==> config.mk <==
export PLATFORM = sky130hd
export DESIGN_NAME = oaht_ctrl
export DESIGN_NICKNAME = d
export VERILOG_FILES = /design/src/hdl/oaht_pkg.sv /design/src/hdl/oaht_ctrl.sv
export SDC_FILE = /design/constraint.sdc
export NUM_CORES = 1
export LEC_CHECK = 0
export CAP_MARGIN = 30
export CORE_ASPECT_RATIO = 1.2
export CORE_UTILIZATION = 55
export CTS_BUF_LIST = sky130_fd_sc_hd__clkbuf_2 sky130_fd_sc_hd__clkbuf_4 sky130_fd_sc_hd__clkbuf_8
export CTS_CLUSTER_SIZE = 20
export DETAILED_ROUTE_END_ITERATION = 12
export DONT_BUFFER_PORTS = 1
export PLACE_DENSITY = 0.71
export SYNTH_ARGS = -nofsm -noshare
export SYNTH_HDL_FRONTEND = slang
export SYNTH_SLANG_ARGS = --single-unit
==> constraint.sdc <==
create_clock -name clock -period 2.8 [get_ports clock]
set_input_delay 0.56 -clock clock [delete_from_list [all_inputs] [get_ports clock]]
set_output_delay 0.56 -clock clock [all_outputs]
set_load 0.05 [all_outputs]
==> src/hdl/oaht_pkg.sv <==
// Shared types and constants for the open addressing hash table.
package oaht_pkg;

   localparam int CNT_W = 11;

   localparam logic [1:0] CMD_GET    = 2'd0;
   localparam logic [1:0] CMD_SET    = 2'd1;
   localparam logic [1:0] CMD_REMOVE = 2'd2;
   localparam logic [1:0] CMD_NEXT   = 2'd3;

   localparam logic [1:0] STAT_OK        = 2'd0;
   localparam logic [1:0] STAT_NOT_FOUND = 2'd1;
   localparam logic [1:0] STAT_TOO_LARGE = 2'd2;
   localparam logic [1:0] STAT_OVERLOAD  = 2'd3;

   localparam logic [1:0] FLAG_EMPTY   = 2'd0;
   localparam logic [1:0] FLAG_USED    = 2'd1;
   localparam logic [1:0] FLAG_REMOVED = 2'd2;

   localparam logic [1:0] CSR_SLOT_COUNT = 2'd0;
   localparam logic [1:0] CSR_FILL_LIMIT = 2'd1;
   localparam logic [1:0] CSR_KEY_LIMIT  = 2'd2;
   localparam logic [1:0] CSR_VAL_LIMIT  = 2'd3;

   localparam logic [10:0] SLOT_COUNT_RST = 11'd53;
   localparam logic [10:0] FILL_LIMIT_RST = 11'd34;
   localparam logic [3:0]  KEY_LIMIT_RST  = 4'd8;
   localparam logic [3:0]  VAL_LIMIT_RST  = 4'd8;

   localparam logic [31:0] HASH_SEED = 32'd5381;
   localparam logic [10:0] COUNT_MAX = 11'd2047;

   typedef struct packed {
      logic [1:0]  cmd;
      logic [63:0] key_bytes;
      logic [3:0]  key_len;
      logic [63:0] value_bytes;
      logic [3:0]  value_len;
      logic [10:0] start_slot;
   } req_type;

   typedef struct packed {
      logic [1:0]  status;
      logic [9:0]  slot;
      logic [63:0] out_key;
      logic [3:0]  out_key_len;
      logic [63:0] out_value;
      logic [3:0]  out_value_len;
      logic [10:0] entry_count;
   } rsp_type;

   typedef enum logic [2:0] {
      OP_NONE, OP_FAIL, OP_HIT, OP_REMOVE, OP_UPDATE, OP_INSERT
   } res_op_type;

   typedef struct packed {
      logic       load;
      logic       hash_step;
      logic       div_init;
      logic       div_step;
      logic       probe_init;
      logic       scan_init;
      logic       rd;
      logic       advance;
      logic       scan_adv;
      logic       sweep_init;
      logic       sweep_step;
      res_op_type res_op;
      logic [1:0] res_status;
   } ctrl_cmd_type;

   typedef struct packed {
      logic [1:0] cmd;
      logic       too_large;
      logic       start_oob;
      logic       hash_done;
      logic       div_done;
      logic [1:0] flag;
      logic       match;
      logic       wrap;
      logic       scan_end;
      logic       clear_last;
      logic       wipe_last;
      logic       overload;
   } dp_stat_type;

endpackage

==> src/hdl/oaht_ctrl.sv <==
// Controller state machine sequencing hash, modulo, probe chains and store sweeps.
module oaht_ctrl (
   input  logic                   clock,
   input  logic                   reset,
   input  logic                   start,
   output logic                   busy,
   input  oaht_pkg::dp_stat_type  stat,
   output oaht_pkg::ctrl_cmd_type ctl
);
   import oaht_pkg::*;

   typedef enum logic [8:0] {
      S_CLEAR    = 9'b000000001,
      S_IDLE     = 9'b000000010,
      S_DISPATCH = 9'b000000100,
      S_HASH     = 9'b000001000,
      S_DIV      = 9'b000010000,
      S_RD       = 9'b000100000,
      S_EVAL     = 9'b001000000,
      S_WIPE     = 9'b010000000,
      S_WEND     = 9'b100000000
   } state_type;

   state_type state_ff, state_in;
   logic      pass2_ff, pass2_in;
   logic      fin, fin_used, stop;

   assign stop = (stat.flag == FLAG_EMPTY) ||
                 ((stat.flag == FLAG_REMOVED) && pass2_ff) ||
                 ((stat.flag == FLAG_USED) && stat.match);

   always_comb begin
      state_in = state_ff;
      pass2_in = pass2_ff;
      ctl      = '0;
      fin      = 1'b0;
      fin_used = 1'b0;
      case (state_ff)
         S_CLEAR: begin
            ctl.sweep_step = 1'b1;
            if (stat.clear_last) state_in = S_IDLE;
         end
         S_IDLE: begin
            if (start) begin
               ctl.load = 1'b1;
               state_in = S_DISPATCH;
            end
         end
         S_DISPATCH: begin
            pass2_in = 1'b0;
            if (stat.cmd == CMD_NEXT) begin
               if (stat.start_oob) begin
                  ctl.res_op     = OP_FAIL;
                  ctl.res_status = STAT_NOT_FOUND;
                  state_in       = S_IDLE;
               end else begin
                  ctl.scan_init = 1'b1;
                  state_in      = S_RD;
               end
            end else if (stat.cmd == CMD_SET && stat.too_large) begin
               ctl.res_op     = OP_FAIL;
               ctl.res_status = STAT_TOO_LARGE;
               state_in       = S_IDLE;
            end else begin
               state_in = S_HASH;
            end
         end
         S_HASH: begin
            if (stat.hash_done) begin
               ctl.div_init = 1'b1;
               state_in     = S_DIV;
            end else begin
               ctl.hash_step = 1'b1;
            end
         end
         S_DIV: begin
            if (stat.div_done) begin
               ctl.probe_init = 1'b1;
               state_in       = S_RD;
            end else begin
               ctl.div_step = 1'b1;
            end
         end
         S_RD: begin
            ctl.rd   = 1'b1;
            state_in = S_EVAL;
         end
         S_EVAL: begin
            if (stat.cmd == CMD_NEXT) begin
               if (stat.flag == FLAG_USED) begin
                  ctl.res_op = OP_HIT;
                  state_in   = S_IDLE;
               end else if (stat.scan_end) begin
                  ctl.res_op     = OP_FAIL;
                  ctl.res_status = STAT_NOT_FOUND;
                  state_in       = S_IDLE;
               end else begin
                  ctl.scan_adv = 1'b1;
                  state_in     = S_RD;
               end
            end else if (stop) begin
               fin      = 1'b1;
               fin_used = (stat.flag == FLAG_USED);
            end else if (stat.wrap) begin
               ctl.advance    = 1'b1;
               ctl.sweep_init = 1'b1;
               state_in       = S_WIPE;
            end else begin
               ctl.advance = 1'b1;
               state_in    = S_RD;
            end
         end
         S_WIPE: begin
            ctl.sweep_step = 1'b1;
            if (stat.wipe_last) state_in = S_WEND;
         end
         S_WEND: begin
            fin = 1'b1;
         end
         default: state_in = S_IDLE;
      endcase

      // end of a probe chain at the current slot
      if (fin) begin
         state_in = S_IDLE;
         if (stat.cmd == CMD_SET) begin
            if (!pass2_ff && fin_used) begin
               ctl.res_op = OP_UPDATE;
            end else if (!pass2_ff) begin
               pass2_in       = 1'b1;
               ctl.probe_init = 1'b1;
               state_in       = S_RD;
            end else if (stat.overload) begin
               ctl.res_op     = OP_FAIL;
               ctl.res_status = STAT_OVERLOAD;
            end else begin
               ctl.res_op = OP_INSERT;
            end
         end else if (fin_used) begin
            ctl.res_op = (stat.cmd == CMD_REMOVE) ? OP_REMOVE : OP_HIT;
         end else begin
            ctl.res_op     = OP_FAIL;
            ctl.res_status = STAT_NOT_FOUND;
         end
      end
   end

   always_ff @(posedge clock) begin
      if (reset) begin
         state_ff <= S_CLEAR;
         pass2_ff <= 1'b0;
      end else begin
         state_ff <= state_in;
         pass2_ff <= pass2_in;
      end
   end

   assign busy = (state_ff != S_IDLE);

endmodule

==> results list, run 1 <==
* Depth of the CTS H-tree: 1
* Site row count: 15
- The clock drives 10 sinks.
- Total track usage: around 64%
- Remaining global-route overflow: 6
- Via count of the first global-routing pass: 1611
* Die height: roughly 47 µm
- Summing all placed instances gives a cell area of roughly 1300 µm².
- Netlist cell types: between 40 and 50
- Horizontal extent of the die: 39.68 µm
* Final weighted congestion in routability-driven placement: about 0.87
- The first error in the log reads "[ERROR GRT-0116] Global routing finished with congestion. Check the congestion regions in the DRC Viewer".
* Post-place setup slack: roughly 120 ps
- Clock tree synthesis selected as its root buffer the cell clkbuf_4.
* Hpwl dp: 2.407 mm
- Gate count after technology mapping: 127
- Hold_buf cts: 0
- Once the floorplan was initialized, standard cells occupied 61.65% of the core.
- A synthesized cell averages roughly 7.4 µm².
- Seq/Total Area, Yosys: a little over a fifth
- Post-synthesis cell area: between 900 and 1000 µm²
- The count of buffers added on input and output ports is 0.
* FF+latch count, synth: 10
* First-pass GRT wire length: 8.169 mm
* Max Root-Sink Buffers: 2
* Count of synthesis-stage warnings from yosys: 0
* Synthesized Nets: 144
* Maximum number of pins on one net before global-route repair: 11
- The run stopped with a tool error.
- The number of clock buffers added by TritonCTS is 3.
* Fail Step: 5_1_grt
- During I/O placement, the number of pins put on the boundary was 34.
-- layer usage --
metal	track usage, %	GRT overflow
met1	61.36	0
met2	84.92	1
met3	45.97	0
met4	70.34	5
met5	0	0
-- through the flow --
stage	cells	TNS, ps	hold slack [ps]
CTS	182	-411.2	358.4
detailed placement	169	0	566.3
global placement	169	0	533.2
floorplan	127	-1248	485.9
-- synth_stat cells (all sizes together) --
cell,number,share of area (%)
o211ai,1,0.80
o211a,2,2.1
nand4,2,1.3
a311o,1,1.1
o21ai,10,5.3
mux2,1,1.2
clkbuf,4,1.6
nand3b,1,0.80
a31oi,2,1.3
or2,2,1.6
inv,6,2.4
and3b,1,0.93
nor2,10,4.0
nand3,4,2.1
and2,3,2.0
nor4,5,3.3
dfxtp,10,21
xnor2,1,0.93
nand2b,6,4.0
xor2,1,0.93
buf,3,2.9
o311ai,1,1.7
or4b,2,2.1
nor3,5,2.7
nand2,9,3.6
o21a,1,0.80
or3,2,1.9
nor2b,5,3.3
or4,3,2.8
a21o,1,0.80
a21oi,6,3.2
a311oi,1,0.93
nand4b,5,4.7
a41oi,1,0.93
a211oi,2,1.6
nor4b,3,3.5
nor3b,4,3.2
-- kinds of logic after synthesis --
kind of cell / count (synthesis) / share of synthesized area (%)
multiplexers: 1 / 1.202
XOR/XNOR: 2 / 1.870
buffers and inverters: 13 / 6.941
AO/OA/AOI/OAI: 29 / 20.70
AND/OR/NAND/NOR: 72 / 47.93
flip-flops: 10 / 21.36
-- what timing repair did --
action | 4_1_cts
pin swaps | 6
endpoints found under the setup margin | 5
resized for setup | 14
cloned | 0
hold endpoints to repair | 0
setup buffers | 9
==> inputs of run 2 (changes only) <==
==> config.mk (replaced) <==
export PLATFORM = sky130hd
export DESIGN_NAME = oaht_ctrl
export DESIGN_NICKNAME = d
export VERILOG_FILES = /design/src/hdl/oaht_pkg.sv /design/src/hdl/oaht_ctrl.sv
export SDC_FILE = /design/constraint.sdc
export NUM_CORES = 1
export LEC_CHECK = 0
export CAP_MARGIN = 30
export CORE_AREA = 2 2 63 65
export DETAILED_ROUTE_END_ITERATION = 12
export DIE_AREA = 0 0 65 67
export DONT_BUFFER_PORTS = 1
export PLACE_DENSITY_LB_ADDON = 0.15
export SYNTH_ARGS = -nofsm -noshare
export SYNTH_HDL_FRONTEND = slang
export SYNTH_SLANG_ARGS = --single-unit
==> run 2 against run 1 <==
The flow now finishes, with violations (setup timing). Synthesized cell count unchanged. Synthesized area stayed put.
==> results list, run 2 <==
- The register with the most flip-flops in the layout has 9 of them.
- Area taken by flip-flops and latches: ~200 µm²
- state_ff holds more flip-flops than any other register.
- Power density over the cells: between 200 and 300 nW/µm²
- Post-synth EDFFs: 0 (unchanged)
* Average instance area after synthesis: 7.379 µm² (unchanged)
- The tightest min-delay check is of the primary input to flop type.
- Site row count: 22 (was 15)
- Before antenna repair, the detailed router went through 4 iterations.
- Maximum clock frequency: 0.3492 GHz
* Logic depth of the worst register-to-register path: 8
- Combinational logic burns between 20% and 30% of the power.
- Max-cap violations in this run came to 0.
- The top-level I/O count was 34 (unchanged).
- First-pass GRT wire length: 5.271 mm
- Final antenna-violating net count: 0
* Floorplan Core Area: about 3600 µm²
- Internal power comes to approximately 310 µW.
- Critical setup path kind: flop to output port
* Final Hold Violating Endpoints: 0
- The placed instance count is 201 (was 169).
- The chip height came to 67 µm (was 47.22 µm).
- Depth of the CTS H-tree: 1 (unchanged)
- CTS tree: done
- For this run the aggregate overflow at the end of global routing stands at 0.
- Maximum number of pins on one net before global-route repair: 11
- Violated checks: setup timing
- IR analysis of the VDD net gives a maximum drop of slightly above 90 µV.
- Dividing the detail-routed wire length by the instance count gives 15.26 µm.
- Ranking of synthesized cells by area: dfxtp_1 21%, o21ai_0 5.3%, nand4b_1 4.7% (unchanged).
- Final-stage net count: between 150 and 200
* Post-layout instance count excluding filler cells: ~210
- Compared with the post-synthesis result, the final layout area differs by 61.68%.
- The number of synthesized register bits came to 10 (unchanged).
- Number of clock sinks: 10 (unchanged)
* Clock-pin slew of the registers on the worst-case setup and hold paths: 50 ps
- Number of vias after detailed routing: around 1100
* Hpwl dp: 2.472 mm (was 2.407 mm)
- Worst hold path depth: 1
- Final hold slack: around 380 ps
- In the routed design, unresolved DRC markers number 0.
- In this run, flip-flops and latches consume between 30 and 40% of the power.
* Clk Tree Root Cell: clkbuf_8 (was clkbuf_4)
- For the worst setup path, the data required time is about 2200 ps.
- The count of mapped cells out of synthesis was 127 (unchanged).
- Slew headroom: 72.96%
* Commonest non-fill, non-tap cell in the layout: buf_4
* Worst-path maximum fanout: 5
- Total CTS buffers: 3 (unchanged)
- For met3 alone, demand over resource in global routing was between 3 and 4%.
* Seq/Total Area, Yosys: 21.36% (unchanged)
- The largest registers in the layout are state_ff: 9 flops, pass2_ff: 1 flops.
- Area of combinational cells with multiple inputs: between 800 and 900 µm²
* CP startpoint kind: flop
- GRT Max-Usage Layer: met2
- Type of destination of the critical path: output port
- Number of antenna repair diodes: 0
* Post-synthesis cell area: 937.1 µm² (unchanged)
- Effective utilization at floorplan: 25.99% (was 61.65%)
* Max Root-Sink Buffers: 2 (unchanged)
- Fillers: 360
* RSZ-0062 raised after global routing: yes
- The via count of the first global-routing pass came to slightly above 1000.
- Arrival time at the worst endpoint: between 2000 and 2500 ps
- For the pin with the worst max-slew slack, the measured transition is around 400 ps.
* Power, Total: approximately 440 µW
* Count of synthesis-stage warnings from yosys: 0 (unchanged)
* GR Layer Usage met1: 21.50%
- The number of port buffers was 0 (unchanged).
- Largest clock skew in the final design: about 1.5 ps
- Result of the run: finished, violations left (was did not finish)
- Wire length reported by the detailed router: ~3.2 mm
- Horizontal extent of the die: 65 µm (was 39.68 µm)
- Cells with a size suffix above 1 make up between 40% and 50% of the layout.
* Netlist cell types: 42 (unchanged)
- The share of flip-flops with an asynchronous set or reset after synthesis was 0% (unchanged).
- The final weighted congestion of routability-driven global placement is 0.8273 (was 0.8688).
- Leak: a little under 0.0006 µW
- The max-slew violation count is 0.
- Power share of the clock group: a little over two fifths
- The most frequently used flop master after synthesis is dfxtp_1 (unchanged).
- Most instantiated cells after synthesis: 10 x dfxtp_1, 10 x nor2_1, 10 x o21ai_0, 9 x nand2_1 (unchanged).
- Total track usage: roughly 16%
* Share of the clock period used by the worst path after layout: 102.3%
* Final Worst Setup Slack: -63.92 ps
- In the routed layout, each cell is associated on average with a via count of roughly 5.3.
- Clock insertion delay at the later pin of the skew report: approximately 240 ps
- Portion of synthesized cell area occupied by the leading cell type: 21.36% (unchanged)
* Number of failing setup endpoints in the final timing report: 2
- For met2 alone, demand over resource in global routing was 24.61%.
- Library cell with the largest summed area after synthesis: dfxtp_1 (unchanged)
* Minimum period implied by the final worst setup slack: ~2900 ps
* Antenna violations before repair: 0
* Synthesized Nets: 144 (unchanged)
- For this design the total switching power over the nets is roughly 120 µW.
* Fraction of power spent switching nets: 28.39%
- In the layout the commonest cells are 28 x buf_4, 9 x nand2_1, 9 x nor2_1, 9 x dfxtp_1, 7 x o21ai_0.
* Full die area: 4355 µm²
* Drt initial violations: 53
## run 2: cell counts after synthesis
Identical to the previous run, type by type.
## run 2: kinds of logic after synthesis
family	share of synthesized area, %
muxes	1.202
and+or+nand+nor	47.93
xor gates and xnor gates	1.870
buffers and inverters	6.941
AOI/OAI and AO/OA	20.70
DFF	21.36
## run 2: routing by layer
layer | part of all wire (%) | vias up | wire length, µm
met3 | 6.0 | 2 | 189
met5 | 0 | - | 0
met4 | 0.44 | 0 | 14
met1 | 46 | 535 | 1445
met2 | 48 | 27 | 1525
li1 | - | 543 | -
## run 2: worst paths after layout
| check | slack, ps | end | from |
|---|---|---|---|
| hold reg to reg | 610 | state_ff[6] | state_ff[4] |
| setup reg to reg | 470 | state_ff[1] | state_ff[4] |
| setup / recovery | -60 | ctl[11] | state_ff[6] |
| hold / removal | 380 | state_ff[3] | reset |
## run 2: final cells by class
| cell class | count | area share, % |
|---|---|---|
| repair buffers | 36 | 23.29 |
| clock buffers | 4 | 3.633 |
| inverters | 6 | 1.486 |
| flip-flops and latches | 10 | 13.46 |
| well taps | 48 | 3.964 |
| multi-input cells | 104 | 54.17 |
## run 2: worst max-delay path: stages, from the launching register on
cell,delay [ps]
dfxtp_1,310
or4_4,570
buf_6,160
or2_4,270
or4_4,450
o21ai_4,160
buf_12,150
## run 2: metrics by stage
stage / setup TNS, ps / setup WS [ps] / utilization [%] / area [µm²]
2_1_floorplan: -1248 / -371.3 / - / 1016
3_3_place_gp: 0 / 75.17 / 37.89 / 1366
3_5_place_dp: 0 / 99.22 / 37.89 / 1366
4_1_cts: -250.5 / -83.44 / 41.15 / 1484
5_1_grt: -302.7 / -86.11 / 42.02 / 1515
6_report: -88.73 / -63.92 / 42.02 / 1515
## run 2: power groups by stage
| stage | sequential (µW) | clock, µW | combinational, µW |
|---|---|---|---|
| after floorplan | 150 | 0 | 73.0 |
| after global placement | 154 | 0 | 95.8 |
| after detailed placement | 153 | 0 | 95.0 |
| after CTS | 150 | 185 | 99.5 |
| after global routing | 150 | 194 | 114 |
| final | 150 | 183 | 104 |
## run 2: repair_timing
item	4_1_cts	5_1_grt
setup buffers	2	1
resized for setup	11	4
gates cloned	0	0
pin swaps	6	3
setup endpoints to repair	6	6
hold buffers	0	0
Power figures use the tool's default switching activity.
==> inputs of run 3 (changes only) <==
--- a/config.mk
+++ b/config.mk
@@ -6,11 +6,12 @@
 export NUM_CORES = 1
 export LEC_CHECK = 0
 export CAP_MARGIN = 30
-export CORE_AREA = 2 2 63 65
+export CORE_AREA = 8 8 69 71
 export DETAILED_ROUTE_END_ITERATION = 12
-export DIE_AREA = 0 0 65 67
+export DIE_AREA = 0 0 77 79
 export DONT_BUFFER_PORTS = 1
 export PLACE_DENSITY_LB_ADDON = 0.15
+export SKIP_CTS_REPAIR_TIMING = 1
 export SYNTH_ARGS = -nofsm -noshare
 export SYNTH_HDL_FRONTEND = slang
 export SYNTH_SLANG_ARGS = --single-unit
==> run 3 against run 2 <==
The flow still finishes with violations (setup timing). Utilization fell by 3.0 points. Combinational power barely moved. Cell count rose by 0.48%. Fmax fell by 0.23%. First-iteration DRC count fell by 5.7%. Final area fell by 2.1%. Power fell by 7.4%. Setup slack got worse by 6.7 ps. Sequential power barely moved. Clock skew rose by 4.3 ps. Non-clock buffer count did not move.
==> results list, run 3 (synthesis gave the netlist of run 2 again) <==
- The iteration count of the initial detailed-routing pass came to 4 (unchanged).
- The clock tree from TritonCTS was done (unchanged).
* Slew headroom: 61.01% (was 72.96%)
- The detailed router's first-iteration violation count came to 50 (was 53).
- The power density relative to cell area came to 272.9 nW/µm² (was 288.5 nW/µm²).
- Number of clock sinks: 10 (unchanged)
- The clock network latency to the later pin of the worst-skew pair is 240 ps (about the same).
* Endpoint of the worst register-to-register path: state_ff[5] (was state_ff[1])
* Data required time at the worst endpoint: 2240 ps (about the same)
* Registers with the highest flip-flop counts: state_ff: 9 flops, pass2_ff: 1 flops (unchanged)
* Horizontal extent of the die: 77 µm (was 65 µm)
* Maximum clock frequency: 0.3484 GHz (was 0.3492 GHz)
* Commonest cells after routing, fill and taps aside: 29 x buf_4, 9 x nand2_1, 9 x nor2_1, 9 x dfxtp_1, 8 x o21ai_0 (was 28 x buf_4, 9 x nand2_1, 9 x nor2_1, 9 x dfxtp_1, 7 x o21ai_0)
- Worst Hold Launch: reset (unchanged)
- The maximum number of pins on one net before global-route repair came to 11 (unchanged).
* Depth of the CTS H-tree: 1 (unchanged)
- Result of the run: finished, violations left (unchanged)
* Share of the clock period used by the worst path after layout: 102.5% (was 102.3%)
- Total track usage: 11.27% (was 15.67%)
- Clock-pin slew of the registers on the worst-case setup and hold paths: 50 ps (about the same)
- Effective utilization at floorplan: 24.67% (was 25.99%)
- Die height: 79 µm (was 67 µm)
* Total DRC errors in the routed layout: 0 (unchanged)
- Number of failing setup endpoints in the final timing report: 3 (was 2)
- Largest Register: state_ff (unchanged)
- The max-capacitance violation count came to 0 (unchanged).
- The worst reg-to-reg setup slack came to 550 ps (was 470 ps).
- The max-slew violation count was 0 (unchanged).
- Max reg flops: 9 (unchanged)
* Worst hold-check path type: primary input to flop (unchanged)
- The number of port buffers is 0 (unchanged).
- RSZ-0062 raised after global routing: yes (unchanged).
- The number of cells on the worst reg-to-reg path is 7 (was 8).
- Final hold slack: 388.3 ps (was 382.9 ps)
- Hold worst-path end: state_ff[5] (was state_ff[3])
- The detailed-route via count came to 1097 (was 1107).
* Total CTS buffers: 3 (unchanged)
* Worst path most repeated cell: or4_4 (unchanged)
- Commonest non-fill, non-tap cell in the layout: buf_4 (unchanged)
* Violated checks: setup timing (unchanged)
* Worst r2r src: state_ff[6] (was state_ff[4])
* Number of antenna repair diodes: 0 (unchanged)
- Max incr delay on CP: 550 ps (was 570 ps)
- Area added between synthesis and finish: 58.21% (was 61.68%)
- The combined buffer and inverter count along the critical path was 2 (unchanged).
- Cell chain of the critical path: or4_4, buf_6, or2_4, or4_4, o21ai_4, buf_12 (unchanged).
* Post-place setup slack: 155.0 ps (was 99.22 ps)
- Final Worst Setup Slack: -70.67 ps (was -63.92 ps)
- The initial antenna violation count is 0 (unchanged).
- Hpwl dp: 2.889 mm (was 2.472 mm)
* Worst hold path depth: 1 (unchanged)
- The number of buffers on the longest clock path was 2 (unchanged).
* First-pass GRT wire length: 5.547 mm (was 5.271 mm)
- Cell with the biggest individual delay on the critical path: or4_4 (unchanged)
- The count of nets left with antenna violations after detail routing is 0 (unchanged).
- The startpoint-to-endpoint class of the critical path was flop to output port (unchanged).
- Arrival time at the worst endpoint: 2310 ps (was 2300 ps)
* Wire length reported by the detailed router: 3.492 mm (was 3.175 mm)
- Clk Tree Root Cell: clkbuf_8 (unchanged)
- CP startpoint kind: flop (unchanged)
* Final routed wire length divided by cell count: 16.71 µm (was 15.26 µm)
- The number of rows created at floorplan was 23 (was 22).
- Cell area after layout: 1483 µm² (was 1515 µm²)
* Remaining global-route overflow: 0 (unchanged)
- Cell family with the largest share of critical-path delay: simple AND/OR/NAND/NOR gates (unchanged)
* Peak ir drop on the vdd network: 111.8 µV (was 93.20 µV)
- Final Hold Violating Endpoints: 0 (unchanged)
- Final-stage net count: 178 (unchanged)
- Via count of the first global-routing pass: 1150 (was 1039)
- Dpl cell area: 1371 µm² (was 1366 µm²)
- The top-level I/O count came to 34 (unchanged).
- DR vias/cell: 5.249 (was 5.322)
- Final weighted congestion in routability-driven placement: 0.8503 (was 0.8273)
- The time the worst path needs with I/O delays and setup was 2871 ps (was 2864 ps).
- The fraction of layout cells with a size suffix above 1 is 42.14% (was 42.50%).
* Full die area: 6083 µm² (was 4355 µm²)
- The critical-path maximum fanout is 5 (unchanged).
- The overall power after layout came to 404.7 µW (was 437.1 µW).
- The worst-margin pin slew came to 584.7 ps (was 402.9 ps).
- The sort of element at the end of the critical path is an output port (unchanged).
- The setup clock skew after layout was 5.842 ps (was 1.522 ps).
- The static leakage came to 0.0005674 µW (was 0.0005796 µW).
- The core outline area is 3799 µm² (was 3606 µm²).
==> run 3: changes by cell type in the layout (fill, tap and decap cells not counted) <==
cell	previous run	this run
nor3_2	3	4
nor3_4	1	0
o21ai_1	1	0
dfxtp_4	1	0
nor4b_4	1	2
o21ai_0	7	8
clkbuf_8	4	3
buf_4	28	29
nor4_2	2	3
buf_12	6	5
dfxtp_2	0	1
nor4_4	1	0
nor4b_2	2	1
==> run 3: worst max path at each step <==
stage	start	end	slack, ps	cells past startpoint
4_1_cts	state_ff[3]	ctl[4]	-120	7
5_1_grt	state_ff[3]	ctl[4]	-180	7
6_report	state_ff[6]	ctl[11]	-70	6
3_5_place_dp	state_ff[3]	ctl[4]	150	7
3_3_place_gp	state_ff[3]	ctl[4]	110	7
2_1_floorplan	state_ff[4]	ctl[6]	-370	7
==> run 3: final cells by class <==
class | count | area, µm²
Clock buffer | 3 | 41.29
Fill cell | 410 | 2316
Inverter | 6 | 22.52
Multi-Input combinational cell | 104 | 814.5
Sequential cell | 10 | 201.4
Tap cell | 50 | 62.56
Timing Repair Buffer | 36 | 340.3
==> run 3: report_power, final <==
group	internal, µW	switching, µW	total, µW
sequential	147	3.14	150
combinational	45.6	61.6	107
clock	94.0	53.9	148
==> run 3: routing by layer <==
layer  part of all wire (%)  global-route usage [%]  vias to the layer above
met3                    8.8                   4.063                        4
met5                      0                       0                        -
li1                       -                       -                      539
met1                     42                   12.43                      517
met4                    1.5                   4.717                        0
met2                     48                   19.29                       37
==> run 3: stage by stage <==
stage | instances | util (%) | setup TNS, ps
6_report | 209 | 39.03 | -172.6
5_1_grt | 209 | 39.03 | -546.3
4_1_cts | 208 | 37.19 | -521.2
3_5_place_dp | 205 | 36.10 | 0
3_3_place_gp | 205 | 36.10 | 0
2_1_floorplan | 127 | - | -1248
